<file path="src/hw/rtl/hms_pkg.sv">
`timescale 1ns / 1ps
// ----------------------------------------------------------------------------
// hms_pkg: shared types and helpers of the hybrid merge sort block
// Holds the controller state encoding, the element width and the order test.
// ----------------------------------------------------------------------------
package hms_pkg;

  localparam int unsigned VAL_W = 32;

  typedef logic signed [VAL_W-1:0] val_t;

  // One-hot controller states.
  typedef enum logic [13:0] {
    ST_LOAD      = 14'b00000000000001,
    ST_INS_RUN   = 14'b00000000000010,
    ST_INS_NEXT  = 14'b00000000000100,
    ST_INS_KEY   = 14'b00000000001000,
    ST_INS_CMP   = 14'b00000000010000,
    ST_INS_PUT   = 14'b00000000100000,
    ST_MRG_SETUP = 14'b00000001000000,
    ST_MRG_LA    = 14'b00000010000000,
    ST_MRG_LB    = 14'b00000100000000,
    ST_MRG_CMP   = 14'b00001000000000,
    ST_MRG_COPY  = 14'b00010000000000,
    ST_MRG_DRAIN = 14'b00100000000000,
    ST_OUT_RD    = 14'b01000000000000,
    ST_OUT_PUT   = 14'b10000000000000
  } state_t;

  // True when a has to leave the block before b in the selected order.
  function automatic logic goes_before(input val_t a, input val_t b, input logic desc);
    goes_before = desc ? (a > b) : (a < b);
  endfunction

endpackage

</file>
<file path="src/hw/rtl/hybrid_merge_sort.sv">
`timescale 1ns / 1ps
// ----------------------------------------------------------------------------
// hybrid_merge_sort: memory based sorter for sets of signed 32-bit values
// Collects a set, sorts it with insertion sorted runs and bottom-up merging,
// then streams the set out in ascending or descending order.
// ----------------------------------------------------------------------------
// Usage. Values arrive as requests on the in_ stream, one value per request;
// the request with in_tlast high closes the set. Up to DEPTH values are kept;
// later ones in the same set are dropped and every result of that set then
// carries out_tuser (overflow) high. After the closing request in_tready
// drops, the block sorts the element store in place and sends the set on the
// out_ stream, out_tlast marking the final result. The cfg_ channel writes
// the descending bit (reset value 1, largest first); write it only between
// sets. While loading, in_tready stays high, so every offered request is
// taken. Sorting first orders each run of SMALL_RUN entries by insertion,
// shifting entries up one position at a time; each merge pass then writes
// the merged pair of runs into scratch, one compare and scratch write per
// entry, and copies it back, all paced by the single read port of the
// element store. Each result is read from the store, then registered on the
// output. A stalled receiver simply holds the output register and pauses
// the sequencer. The result register is separate from the input side, so
// the next set may start loading while the last result still waits.
// Reset (rst_n low, synchronous) empties the set and clears overflow; the
// memories need no clearing since only entries written in a set are read.
// ----------------------------------------------------------------------------
module hybrid_merge_sort
  import hms_pkg::*;
#(
  parameter int unsigned DEPTH     = 64,
  parameter int unsigned SMALL_RUN = 16
) (
  input  logic             clk,
  input  logic             rst_n,
  // Input stream
  input  logic             in_tvalid,
  output logic             in_tready,
  input  logic [VAL_W-1:0] in_tdata,   // [31:0] value
  input  logic             in_tlast,   // is_last
  // Result stream
  output logic             out_tvalid,
  input  logic             out_tready,
  output logic [VAL_W-1:0] out_tdata,  // [31:0] value_res
  output logic             out_tlast,  // is_last_res
  output logic             out_tuser,  // [0] overflow
  // Configuration write channel
  input  logic             cfg_valid,
  output logic             cfg_ready,
  input  logic             cfg_data    // descending
);

  // Address, count and arithmetic widths. SW leaves room for lo + 2*width.
  localparam int unsigned AW  = $clog2(DEPTH);
  localparam int unsigned CW  = $clog2(DEPTH + 1);
  localparam int unsigned RW  = $clog2(SMALL_RUN + 1);
  localparam int unsigned SW  = ((CW > RW) ? CW : RW) + 3;

  state_t          state_r, state_nxt;
  logic [CW-1:0]   cnt_r, cnt_nxt;       // number of values held
  logic            ovf_r, ovf_nxt;       // values were dropped in this set
  logic            desc_r;

  logic [SW-1:0]   lo_r, lo_nxt;         // start of the current run or pair
  logic [SW-1:0]   wid_r, wid_nxt;       // current merge run width
  logic [CW-1:0]   hi_r, hi_nxt;
  logic [CW-1:0]   mid_r, mid_nxt;
  logic [CW-1:0]   i_r, i_nxt;
  logic [CW-1:0]   j_r, j_nxt;
  logic [CW-1:0]   a_r, a_nxt;
  logic [CW-1:0]   b_r, b_nxt;
  logic [CW-1:0]   k_r, k_nxt;
  val_t            key_r, key_nxt;
  val_t            head_a_r, head_a_nxt;
  val_t            head_b_r, head_b_nxt;
  logic            fwd_a_r, fwd_a_nxt;   // head of side a comes from read data
  logic            fwd_b_r, fwd_b_nxt;
  logic            cp_v_r, cp_v_nxt;     // copy pipeline holds a read
  logic [CW-1:0]   cp_idx_r, cp_idx_nxt;

  logic            out_v_r, out_v_nxt;
  val_t            out_d_r, out_d_nxt;
  logic            out_l_r, out_l_nxt;
  logic            out_o_r, out_o_nxt;

  // Memory ports.
  logic            st_we;
  logic [AW-1:0]   st_waddr;
  val_t            st_wdata;
  logic [AW-1:0]   st_raddr;
  logic [VAL_W-1:0] st_rdata;
  logic            sc_we;
  logic [AW-1:0]   sc_waddr;
  val_t            sc_wdata;
  logic [AW-1:0]   sc_raddr;
  logic [VAL_W-1:0] sc_rdata;

  // Helper values.
  logic [SW-1:0]   n_ext;
  logic [SW-1:0]   lo_run_end;
  logic [SW-1:0]   lo_mid;
  logic [SW-1:0]   lo_pair_end;
  val_t            rd_val;
  val_t            eff_a;
  val_t            eff_b;
  logic            take_a;
  logic            in_acc;
  logic            out_free;

  hms_ram #(.WIDTH(VAL_W), .DEPTH(DEPTH)) u_store (
    .clk   (clk),
    .we    (st_we),
    .waddr (st_waddr),
    .wdata (st_wdata),
    .raddr (st_raddr),
    .rdata (st_rdata)
  );

  hms_ram #(.WIDTH(VAL_W), .DEPTH(DEPTH)) u_scratch (
    .clk   (clk),
    .we    (sc_we),
    .waddr (sc_waddr),
    .wdata (sc_wdata),
    .raddr (sc_raddr),
    .rdata (sc_rdata)
  );

  assign in_tready  = (state_r == ST_LOAD);
  assign in_acc     = in_tvalid && in_tready;
  assign cfg_ready  = 1'b1;
  assign out_tvalid = out_v_r;
  assign out_tdata  = out_d_r;
  assign out_tlast  = out_l_r;
  assign out_tuser  = out_o_r;
  assign out_free   = !out_v_r || out_tready;

  assign n_ext       = SW'(cnt_r);
  assign lo_run_end  = lo_r + SW'(SMALL_RUN);
  assign lo_mid      = lo_r + wid_r;
  assign lo_pair_end = lo_r + {wid_r[SW-2:0], 1'b0};
  assign rd_val      = val_t'(st_rdata);

  // Merge heads: the side consumed last cycle takes the fresh read data.
  assign eff_a  = fwd_a_r ? rd_val : head_a_r;
  assign eff_b  = fwd_b_r ? rd_val : head_b_r;
  // Ties take side a, which keeps the merge equal to a plain sort.
  assign take_a = (b_r >= hi_r) ||
                  ((a_r < mid_r) && !goes_before(eff_b, eff_a, desc_r));

  always_comb begin
    state_nxt  = state_r;
    cnt_nxt    = cnt_r;
    ovf_nxt    = ovf_r;
    lo_nxt     = lo_r;
    wid_nxt    = wid_r;
    hi_nxt     = hi_r;
    mid_nxt    = mid_r;
    i_nxt      = i_r;
    j_nxt      = j_r;
    a_nxt      = a_r;
    b_nxt      = b_r;
    k_nxt      = k_r;
    key_nxt    = key_r;
    head_a_nxt = head_a_r;
    head_b_nxt = head_b_r;
    fwd_a_nxt  = fwd_a_r;
    fwd_b_nxt  = fwd_b_r;
    cp_v_nxt   = 1'b0;
    cp_idx_nxt = cp_idx_r;
    out_v_nxt  = out_v_r && !out_tready;
    out_d_nxt  = out_d_r;
    out_l_nxt  = out_l_r;
    out_o_nxt  = out_o_r;

    st_we    = 1'b0;
    st_waddr = cnt_r[AW-1:0];
    st_wdata = val_t'(in_tdata);
    st_raddr = k_r[AW-1:0];
    sc_we    = 1'b0;
    sc_waddr = k_r[AW-1:0];
    sc_wdata = take_a ? eff_a : eff_b;
    sc_raddr = k_r[AW-1:0];

    case (state_r)
      ST_LOAD: begin
        if (in_acc) begin
          if (cnt_r < CW'(DEPTH)) begin
            st_we   = 1'b1;
            cnt_nxt = CW'(cnt_r + 1'b1);
          end else begin
            ovf_nxt = 1'b1;
          end
          if (in_tlast) begin
            lo_nxt    = '0;
            state_nxt = ST_INS_RUN;
          end
        end
      end

      // Insertion sort of the run starting at lo.
      ST_INS_RUN: begin
        if (lo_r < n_ext) begin
          hi_nxt    = (lo_run_end < n_ext) ? CW'(lo_run_end) : cnt_r;
          i_nxt     = CW'(lo_r + 1'b1);
          state_nxt = ST_INS_NEXT;
        end else begin
          lo_nxt    = '0;
          wid_nxt   = SW'(SMALL_RUN);
          state_nxt = ST_MRG_SETUP;
        end
      end

      ST_INS_NEXT: begin
        st_raddr = i_r[AW-1:0];
        if (i_r < hi_r) begin
          state_nxt = ST_INS_KEY;
        end else begin
          lo_nxt    = lo_run_end;
          state_nxt = ST_INS_RUN;
        end
      end

      ST_INS_KEY: begin
        key_nxt   = rd_val;
        j_nxt     = i_r;
        st_raddr  = AW'(i_r - 1'b1);
        state_nxt = ST_INS_CMP;
      end

      // Read data holds entry j-1; shift it up while the key goes first.
      ST_INS_CMP: begin
        st_we    = 1'b1;
        st_waddr = j_r[AW-1:0];
        st_raddr = AW'(j_r - 2'd2);
        if (goes_before(key_r, rd_val, desc_r)) begin
          st_wdata = rd_val;
          j_nxt    = CW'(j_r - 1'b1);
          if (SW'(CW'(j_r - 1'b1)) > lo_r) begin
            state_nxt = ST_INS_CMP;
          end else begin
            state_nxt = ST_INS_PUT;
          end
        end else begin
          st_wdata  = key_r;
          i_nxt     = CW'(i_r + 1'b1);
          state_nxt = ST_INS_NEXT;
        end
      end

      ST_INS_PUT: begin
        st_we     = 1'b1;
        st_waddr  = j_r[AW-1:0];
        st_wdata  = key_r;
        i_nxt     = CW'(i_r + 1'b1);
        state_nxt = ST_INS_NEXT;
      end

      // Bottom-up merge: pick the next pair of runs or double the width.
      ST_MRG_SETUP: begin
        st_raddr = lo_r[AW-1:0];
        if (wid_r >= n_ext) begin
          k_nxt     = '0;
          state_nxt = ST_OUT_RD;
        end else if ((lo_r >= n_ext) || (lo_mid >= n_ext)) begin
          wid_nxt = {wid_r[SW-2:0], 1'b0};
          lo_nxt  = '0;
        end else begin
          mid_nxt   = CW'(lo_mid);
          hi_nxt    = (lo_pair_end < n_ext) ? CW'(lo_pair_end) : cnt_r;
          a_nxt     = CW'(lo_r);
          b_nxt     = CW'(lo_mid);
          k_nxt     = CW'(lo_r);
          state_nxt = ST_MRG_LA;
        end
      end

      ST_MRG_LA: begin
        head_a_nxt = rd_val;
        st_raddr   = b_r[AW-1:0];
        state_nxt  = ST_MRG_LB;
      end

      ST_MRG_LB: begin
        head_b_nxt = rd_val;
        fwd_a_nxt  = 1'b0;
        fwd_b_nxt  = 1'b0;
        state_nxt  = ST_MRG_CMP;
      end

      // One element a cycle into scratch; the winner's side is refetched.
      ST_MRG_CMP: begin
        sc_we      = 1'b1;
        head_a_nxt = eff_a;
        head_b_nxt = eff_b;
        fwd_a_nxt  = take_a;
        fwd_b_nxt  = !take_a;
        if (take_a) begin
          a_nxt    = CW'(a_r + 1'b1);
          st_raddr = AW'(a_r + 1'b1);
        end else begin
          b_nxt    = CW'(b_r + 1'b1);
          st_raddr = AW'(b_r + 1'b1);
        end
        if (CW'(k_r + 1'b1) == hi_r) begin
          k_nxt     = CW'(lo_r);
          state_nxt = ST_MRG_COPY;
        end else begin
          k_nxt = CW'(k_r + 1'b1);
        end
      end

      // Scratch back to the store; each entry is written in the cycle after its read.
      ST_MRG_COPY: begin
        st_we      = cp_v_r;
        st_waddr   = cp_idx_r[AW-1:0];
        st_wdata   = val_t'(sc_rdata);
        cp_v_nxt   = 1'b1;
        cp_idx_nxt = k_r;
        k_nxt      = CW'(k_r + 1'b1);
        if (CW'(k_r + 1'b1) == hi_r) begin
          state_nxt = ST_MRG_DRAIN;
        end
      end

      ST_MRG_DRAIN: begin
        st_we     = 1'b1;
        st_waddr  = cp_idx_r[AW-1:0];
        st_wdata  = val_t'(sc_rdata);
        lo_nxt    = lo_pair_end;
        state_nxt = ST_MRG_SETUP;
      end

      ST_OUT_RD: begin
        state_nxt = ST_OUT_PUT;
      end

      ST_OUT_PUT: begin
        if (out_free) begin
          out_v_nxt = 1'b1;
          out_d_nxt = rd_val;
          out_o_nxt = ovf_r;
          out_l_nxt = (CW'(k_r + 1'b1) == cnt_r);
          if (CW'(k_r + 1'b1) == cnt_r) begin
            cnt_nxt   = '0;
            ovf_nxt   = 1'b0;
            state_nxt = ST_LOAD;
          end else begin
            k_nxt     = CW'(k_r + 1'b1);
            state_nxt = ST_OUT_RD;
          end
        end
      end

      default: begin
        state_nxt = ST_LOAD;
      end
    endcase
  end

  // Control state.
  always_ff @(posedge clk) begin
    if (!rst_n) begin
      state_r <= ST_LOAD;
      cnt_r   <= '0;
      ovf_r   <= 1'b0;
      desc_r  <= 1'b1;
      out_v_r <= 1'b0;
      cp_v_r  <= 1'b0;
    end else begin
      state_r <= state_nxt;
      cnt_r   <= cnt_nxt;
      ovf_r   <= ovf_nxt;
      out_v_r <= out_v_nxt;
      cp_v_r  <= cp_v_nxt;
      if (cfg_valid && cfg_ready) begin
        desc_r <= cfg_data;
      end
    end
  end

  // Indexes and data registers.
  always_ff @(posedge clk) begin
    lo_r     <= lo_nxt;
    wid_r    <= wid_nxt;
    hi_r     <= hi_nxt;
    mid_r    <= mid_nxt;
    i_r      <= i_nxt;
    j_r      <= j_nxt;
    a_r      <= a_nxt;
    b_r      <= b_nxt;
    k_r      <= k_nxt;
    key_r    <= key_nxt;
    head_a_r <= head_a_nxt;
    head_b_r <= head_b_nxt;
    fwd_a_r  <= fwd_a_nxt;
    fwd_b_r  <= fwd_b_nxt;
    cp_idx_r <= cp_idx_nxt;
    out_d_r  <= out_d_nxt;
    out_l_r  <= out_l_nxt;
    out_o_r  <= out_o_nxt;
  end

  // The fill count never passes the store depth.
  a_cnt_bound: assert property (@(posedge clk) disable iff (!rst_n)
    cnt_r <= CW'(DEPTH))
    else $error("fill count exceeds store depth");

  // A merge step always writes inside the current pair.
  a_merge_range: assert property (@(posedge clk) disable iff (!rst_n)
    (state_r == ST_MRG_CMP) |-> ((k_r < hi_r) && (SW'(k_r) >= lo_r)))
    else $error("merge write outside the pair");

  // The insertion shift never moves below the start of its run.
  a_ins_range: assert property (@(posedge clk) disable iff (!rst_n)
    (state_r == ST_INS_CMP) |-> ((SW'(j_r) > lo_r) && (j_r < hi_r)))
    else $error("insertion shift outside the run");

  // After the final result of a set the block is back to loading, empty.
  a_set_done: assert property (@(posedge clk) disable iff (!rst_n)
    ((state_r == ST_OUT_PUT) && out_free && (CW'(k_r + 1'b1) == cnt_r))
      |=> ((state_r == ST_LOAD) && (cnt_r == '0) && out_tlast && out_tvalid))
    else $error("set did not close cleanly");

endmodule

</file>
<file path="src/hw/rtl/hms_ram.sv">
`timescale 1ns / 1ps
// ----------------------------------------------------------------------------
// hms_ram: generic single-write, single-read synchronous RAM
// One write port and one read port; the read data is registered.
// ----------------------------------------------------------------------------
module hms_ram #(
  parameter int unsigned WIDTH = 32,
  parameter int unsigned DEPTH = 64
) (
  input  logic                     clk,
  input  logic                     we,
  input  logic [$clog2(DEPTH)-1:0] waddr,
  input  logic [WIDTH-1:0]         wdata,
  input  logic [$clog2(DEPTH)-1:0] raddr,
  output logic [WIDTH-1:0]         rdata
);

  logic [WIDTH-1:0] mem [DEPTH];

  always_ff @(posedge clk) begin
    if (we) begin
      mem[waddr] <= wdata;
    end
    rdata <= mem[raddr];
  end

endmodule

</file>
<file path="config.mk">
export PLATFORM = sky130hd
export DESIGN_NAME = hybrid_merge_sort
export DESIGN_NICKNAME = d
export VERILOG_FILES = /design/src/hw/rtl/hms_pkg.sv /design/src/hw/rtl/hybrid_merge_sort.sv /design/src/hw/rtl/hms_ram.sv
export SDC_FILE = /design/constraint.sdc
export NUM_CORES = 2
export LEC_CHECK = 0
export ABC_CLOCK_PERIOD_IN_PS = 15600
export BUFFER_PORTS_ARGS = -buffer_cell sky130_fd_sc_hd__buf_4
export CAP_MARGIN = 20
export CELL_PAD_IN_SITES_DETAIL_PLACEMENT = 1
export CELL_PAD_IN_SITES_GLOBAL_PLACEMENT = 2
export CORE_MARGIN = 3
export CORE_UTILIZATION = 35
export CTS_BUF_LIST = sky130_fd_sc_hd__clkbuf_8
export CTS_CLUSTER_DIAMETER = 60
export CTS_CLUSTER_SIZE = 16
export DETAILED_ROUTE_END_ITERATION = 10
export PLACE_DENSITY_LB_ADDON = 0.1
export REMOVE_ABC_BUFFERS = 1
export SLEW_MARGIN = 20
export SYNTH_ARGS = -nofsm -noshare
export SYNTH_HDL_FRONTEND = slang
export SYNTH_HIERARCHICAL = 1
export SYNTH_SLANG_ARGS = --single-unit
</file>
<file path="constraint.sdc">
create_clock -name clk -period 15.6 [get_ports clk]
set_input_delay 1.56 -clock clk [delete_from_list [all_inputs] [get_ports clk]]
set_output_delay 1.56 -clock clk [all_outputs]
set_load 0.05 [all_outputs]
</file>
# Yosys cells after proc, flatten, opt, wreduce, memory -nomap -nowiden
# Memory sizes are Yosys's and may differ from the RTL's. A register that Yosys moved wholly into a read port is not among the register bits.
# Index checks and enable logic that the tools add are counted.
# word_totals
regBits,232
ramBits,4096
input_bits,39
output_inout_bits,37
elab_cells,209
n_memories,2
# classes
addsub,12
magnitude_cmp,15
eq_ne,36
n_mux,83
bitwise_logic,2
reduce_logical,35
# mem_list
name,depth,width,rd,rd_clocked_by_memory_dff,wr,line_no,source
u_scratch.mem,64,32,1,1,1,hms_ram.sv:18,logic [WIDTH-1:0] mem [DEPTH];
u_store.mem,64,32,1,1,1,hms_ram.sv:18,
# op_table
cell,count
14-bit case mux with 14 select lines,1
7-bit two-way mux,23
32-bit two-way mux,4
32-bit case mux with 2 select lines,2
14-bit two-way mux,8
32-bit case mux with 3 select lines,1
10-bit two-way mux,9
7-bit case mux with 2 select lines,5
32-bit > comparator,2
32-bit less-than comparator,2
10-bit case mux with 5 select lines,1
"7-bit by 1-bit adder with 7-bit output, second input constant",6
6-bit case mux with 6 select lines,1
"2-bit != test, second input constant",16
10-bit by 7-bit >= comparator with 1-bit output,3
10-bit by 7-bit less-than comparator with 1-bit output,3
7-bit case mux with 4 select lines,1
7-bit case mux with 3 select lines,1
10-bit adder,2
10-bit case mux with 2 select lines,1
4-bit AND reduction,5
1-bit two-way mux,16
"14-bit by 1-bit == test with 1-bit output, second input constant",1
"14-bit by 10-bit == test with 1-bit output, second input constant",1
other kinds (44),68

# Depth between registers and ports, before layout
# logic_depth
depth_word,8
ltp_mapped,23
depth_no_buf,16

# Modules after synthesis
# The synthesis kept the hierarchy.
# modules_own_cells
module,instances,cells_per_inst,area_each_um2,seq_area_each_um2
hms_ram (u_store),1,3324,78515.3,62139.6
hms_ram (u_scratch),1,3323,78510.3,62139.6
hybrid_merge_sort,1,1542,14794.2,6356.1

# Worst setup path after synthesis
# Ideal clock, no wire load.
# synth_timing
kind,flip-flop to flip-flop
start,register fwd_b_r
end,"memory u_scratch.mem[0][10], data pin"
arrival_ps,5146
required_ps,15052
setup_slack_ps,9906
stages_incl_launch_ff,15
path_buffers,3
period_less_slack_ps,5694
cell_sequence,edfxtp_1 -> clkbuf_1 -> buf_1 -> mux2i_1 -> inv_1 -> ha_1 -> nand4_1 -> nor3_1 -> a21boi_1 -> or4_1 -> a211o_1 -> mux2i_2 -> buf_2 -> a21oi_1 -> a21oi_1
# synth_between
elab_chain_len,7
word_cells_on_any_way,8
classes_between,2 x order compare; 3 x mux; 3 x reduce/logical
# synth_rtl
element,line_no,source
from (decl),hybrid_merge_sort.sv:75,"logic fwd_b_r, fwd_b_nxt;"
from (signal assigned),hybrid_merge_sort.sv:394,fwd_b_r <= fwd_b_nxt;
32-bit two-way mux (*),hybrid_merge_sort.sv:143,assign eff_b = fwd_b_r ? rd_val : head_b_r;
32-bit less-than comparator / 32-bit > comparator (equally long branches),hms_pkg.sv:32,goes_before = desc ? (a > b) : (a < b);
1-bit two-way mux,hms_pkg.sv:32,
1-bit zero test,hybrid_merge_sort.sv:146,"((a_r < mid_r) && !goes_before(eff_b, eff_a, desc_r));"
1-bit logical AND,hybrid_merge_sort.sv:146,
1-bit logical OR,hybrid_merge_sort.sv:145,assign take_a = (b_r >= hi_r) ||
32-bit two-way mux (*),hybrid_merge_sort.sv:179,sc_wdata = take_a ? eff_a : eff_b;
net sc_wdata[10],hybrid_merge_sort.sv:92,val_t sc_wdata;
to (decl),hms_ram.sv:18,
# The timed path passes the listed nets; every way through them passes the cells marked *.

# Worst setup path in the final report
# layout_timing
start,register fwd_a_r
end,register u_store.rdata[13] (read register of u_store.mem)
# layout_between
elab_chain_len,8
word_cells_on_any_way,9
classes_between,2 x order compare; 4 x mux; 3 x reduce/logical
# layout_rtl
element,line_no,source
from (decl),hybrid_merge_sort.sv:74,"logic fwd_a_r, fwd_a_nxt;"
from (signal assigned),hybrid_merge_sort.sv:393,fwd_a_r <= fwd_a_nxt;
32-bit two-way mux (*),hybrid_merge_sort.sv:142,assign eff_a = fwd_a_r ? rd_val : head_a_r;
32-bit less-than comparator / 32-bit > comparator (equally long branches),hms_pkg.sv:32,
1-bit two-way mux (*),hms_pkg.sv:32,
1-bit zero test (*),hybrid_merge_sort.sv:146,
1-bit logical AND (*),hybrid_merge_sort.sv:146,
1-bit logical OR (*),hybrid_merge_sort.sv:145,
6-bit two-way mux (*),hybrid_merge_sort.sv:295,if (take_a) begin
6-bit case mux with 6 select lines (*),hybrid_merge_sort.sv:182,case (state_r)
net st_raddr[0],hybrid_merge_sort.sv:88,logic [AW-1:0] st_raddr;
to (decl),hms_ram.sv:15,output logic [WIDTH-1:0] rdata
# Marks and branches as above.
# A chain may end at the register's enable or synchronous reset.

==> flow_summary.yaml <==
sta:
  fin_worst_skew_ps: 80.51
  timing.final.setup_violations: 0
  finalHoldViolations: 0
  finalCritPeriodShare_pct: 55.72
  fmax_mhz: 115.1
  timing.final.max_slew_violations: 0
  fin_tns_setup_ps: 0
  grt_setup_unrepaired: "no"
  period_needed_ps: 8692
  worstMarginPinSlew_ps: 1172
  holdWs_ps: 502.6
  max_slew_headroom_pct: 21.29
place:
  post_place_cells: 14600
  dp_hpwl_um: 311200
  io_port_bufs: 74
  gpl.final_weighted_congestion: 0.7902
finish:
  drive_gt1_share_pct: 27.27
  area_overhead_vs_synth_pct: 11.63
  multi_input_gate_area_in_the_final_layout_mm2: 0.04021
  layout.area.seq_mm2: 0.1306
  finalNonFillerCells: 15390
  final_core_utilization_pct: 39.34
  num-nets-final: 8728
  fillCellCount: 46160
logic_synthesis:
  ys_seq_area_share_pct: 76.03
  synth_flop_cell: "edfxtp_1"
  synthCells: 8189
  yosys.area.top_type: "edfxtp_1"
  syn_avg_cell_area_um2: 20.98
  synth.area.top_cells: "edfxtp_1 (75%), mux4_2 (14%), mux2i_1 (1.6%)"
  yosysMostFrequentCell: "edfxtp_1"
  synth.cells.most_frequent: "edfxtp_1 (4,291), mux4_2 (1,088), nor2_1 (380)"
  library_cells_used_by_synthesis: 88
  synth_edf_count: 4291
  synth_warnings: 6
  synth-seq-cells: 4380
  synth_largest_type_area_fraction_pct: 74.99
  syn-cell-area_mm2: 0.1718
  ys_async_sr_fraction_pct: 0
die:
  num_rows: 256
  dieArea_mm2: 0.4994
  dieHeight_um: 706.7
  fp.dieW_um: 706.7
  coreArea_mm2: 0.4875
  pin_count: 76
  initial_utilization_pct: 35.24
clock_tree:
  cts_sink_count: 4380
  ctsRootBufferMaster: "clkbuf_8"
  cts_buffers: 416
  htree_num_levels: 5
  post_cts_resized: 0
  insertion_delay_ps: 1200
  cts_setup_buffers: 0
  clkSlewWorstSetupHoldPaths_ps: 90
  cts_tree: "yes"
  ctsLongestPathBuffers: 4
  ctsHoldBuffers: 0
flow_run:
  drv.max_cap_violation_count: 0
drt:
  routed_wirelength_um: 543300
  post-route-drc-count: 0
  detailedRoute.firstPassIterationCount: 5
  vias_per_cell: 5.540
  number_of_design_rule_violations_left_by_the_first_detailed_router_iteration: 8936
  num_vias: 85240
  wl_per_cell_um: 35.31
  number_of_nets_still_failing_antenna_checks_after_routing: 0
setup_path:
  cp_max_fo: 82
  crit_type: "flop to flop"
  worst_ep_required_time_ps: 16600
  crit_end_category: "flop"
  critical_path.startpoint_type: "flop"
  critical_path_arrival_ps: 9690
power:
  cellPowerDensity_mw_per_mm2: 115.3
  p_leak_nw: 61.08
  max-vdd-ir-drop_mv: 0.07324
global_routing:
  first_global_vias: 90280
  grt_start_max_net_pins: 100
  grt.total_usage_pct: 21.41
  number_of_antenna_violations_at_the_first_check_in_global_routing: 32
  grt_pass1_wl_um: 748300
  overflow: 0
worst_hold_path:
  hold_class: "flop to flop"
run_status:
  status: "completed"
-- cell families after synthesis --
| group | Yosys count | synth area share, % |
|---|---|---|
| other | 1 | 0.002183 |
| xor gates and xnor gates | 60 | 0.3299 |
| DFF | 4380 | 76.03 |
| and+or+nand+nor | 911 | 2.461 |
| buffers and inverters | 545 | 1.459 |
| adders and majority gates | 120 | 0.8826 |
| AOI/OAI and AO/OA | 800 | 2.916 |
| muxes | 1372 | 15.92 |
-- flip-flops by register name, summed over array words and instances (netlist names), 7 cells and up --
| register | flops |
|---|---|
| a_r | 7 |
| b_r | 7 |
| cnt_r | 7 |
| head_a_r | 32 |
| head_b_r | 32 |
| hi_r | 7 |
| i_r | 7 |
| j_r | 7 |
| k_r | 7 |
| key_r | 32 |
| out_tdata | 32 |
| state_r | 14 |
| u_scratch/mem | 2048 |
| u_scratch/rdata | 32 |
| u_store/mem | 2048 |
| u_store/rdata | 32 |
-- cell usage in the layout, fill, tap and decap left out, types with 128 or more instances in the layout --
| cell type | count |
|---|---|
| edfxtp_1 | 4291 |
| mux4_2 | 1088 |
| clkbuf_8 | 423 |
| buf_4 | 383 |
| mux2i_1 | 282 |
| a21oi_1 | 280 |
| nor2_1 | 251 |
| nand2_1 | 238 |
| o22ai_1 | 168 |
| inv_1 | 130 |
| nor2_4 | 128 |
-- layout make-up --
class,count,share of cell area [%]
Multi-Input combinational cell,3264,20.96
Sequential cell,4380,68.11
Antenna cell,22,0.02870
Tap cell,6450,4.208
Clock buffer,423,3.035
Clock inverter,341,1.741
Inverter,105,0.2068
Timing Repair Buffer,402,1.705
-- per-stage QoR --
step / area [um^2] / worst slack [ps] / power, mW
6_report: 191800 / 6908 / 22.10
5_1_grt: 191700 / 6499 / 22.91
4_1_cts: 191700 / 6654 / 22.42
3_5_place_dp: 182500 / 6711 / 14.64
3_3_place_gp: 182400 / 6377 / 14.60
2_1_floorplan: 169700 / -54200 / 14.36
-- power by group --
| group | switching (mW) | internal, mW |
|---|---|---|
| logic | 0.869 | 0.387 |
| clock network | 4.44 | 3.32 |
| registers | 0.0624 | 13.0 |
| total | 5.38 | 16.7 |
-- layer usage --
| layer | vias to the layer above | routed length, um | GRT usage [%] |
|---|---|---|---|
| li1 | 34830 | - | - |
| met1 | 47510 | 229200 | 28.94 |
| met4 | 8 | 16890 | 5.853 |
| met3 | 626 | 23930 | 2.119 |
| met5 | - | 63 | 0 |
| met2 | 2260 | 273200 | 36.99 |
-- final timing paths --
kind / from / end / slack [ps] / depth (start not counted)
worst max-delay path: fwd_a_r$_DFFE_PP_ / u_store/rdata[13]$_DFF_P_ / 6910 / 18
worst min-delay path: ovf_r$_SDFFE_PN0P_ / out_tuser$_DFFE_PP_ / 500 / 0
worst max register to register: fwd_a_r$_DFFE_PP_ / u_store/rdata[13]$_DFF_P_ / 6910 / 18
worst min register to register: ovf_r$_SDFFE_PN0P_ / out_tuser$_DFFE_PP_ / 500 / 0
-- critical path, cell delays in order, from the launching register on --
cell      delay, ps
edfxtp_1        330
buf_4           540
mux2i_1         470
ha_1            330
nand4_1         210
nor3_1          110
a21boi_1        150
or4_1           510
a211o_1         340
mux2_2          390
o41a_1          370
a21oi_4         370
buf_4           630
buf_12          520
buf_4           700
mux4_2          600
mux4_2          510
o22ai_1         890
nor2_1          130
(Power assumes the default switching activity.)
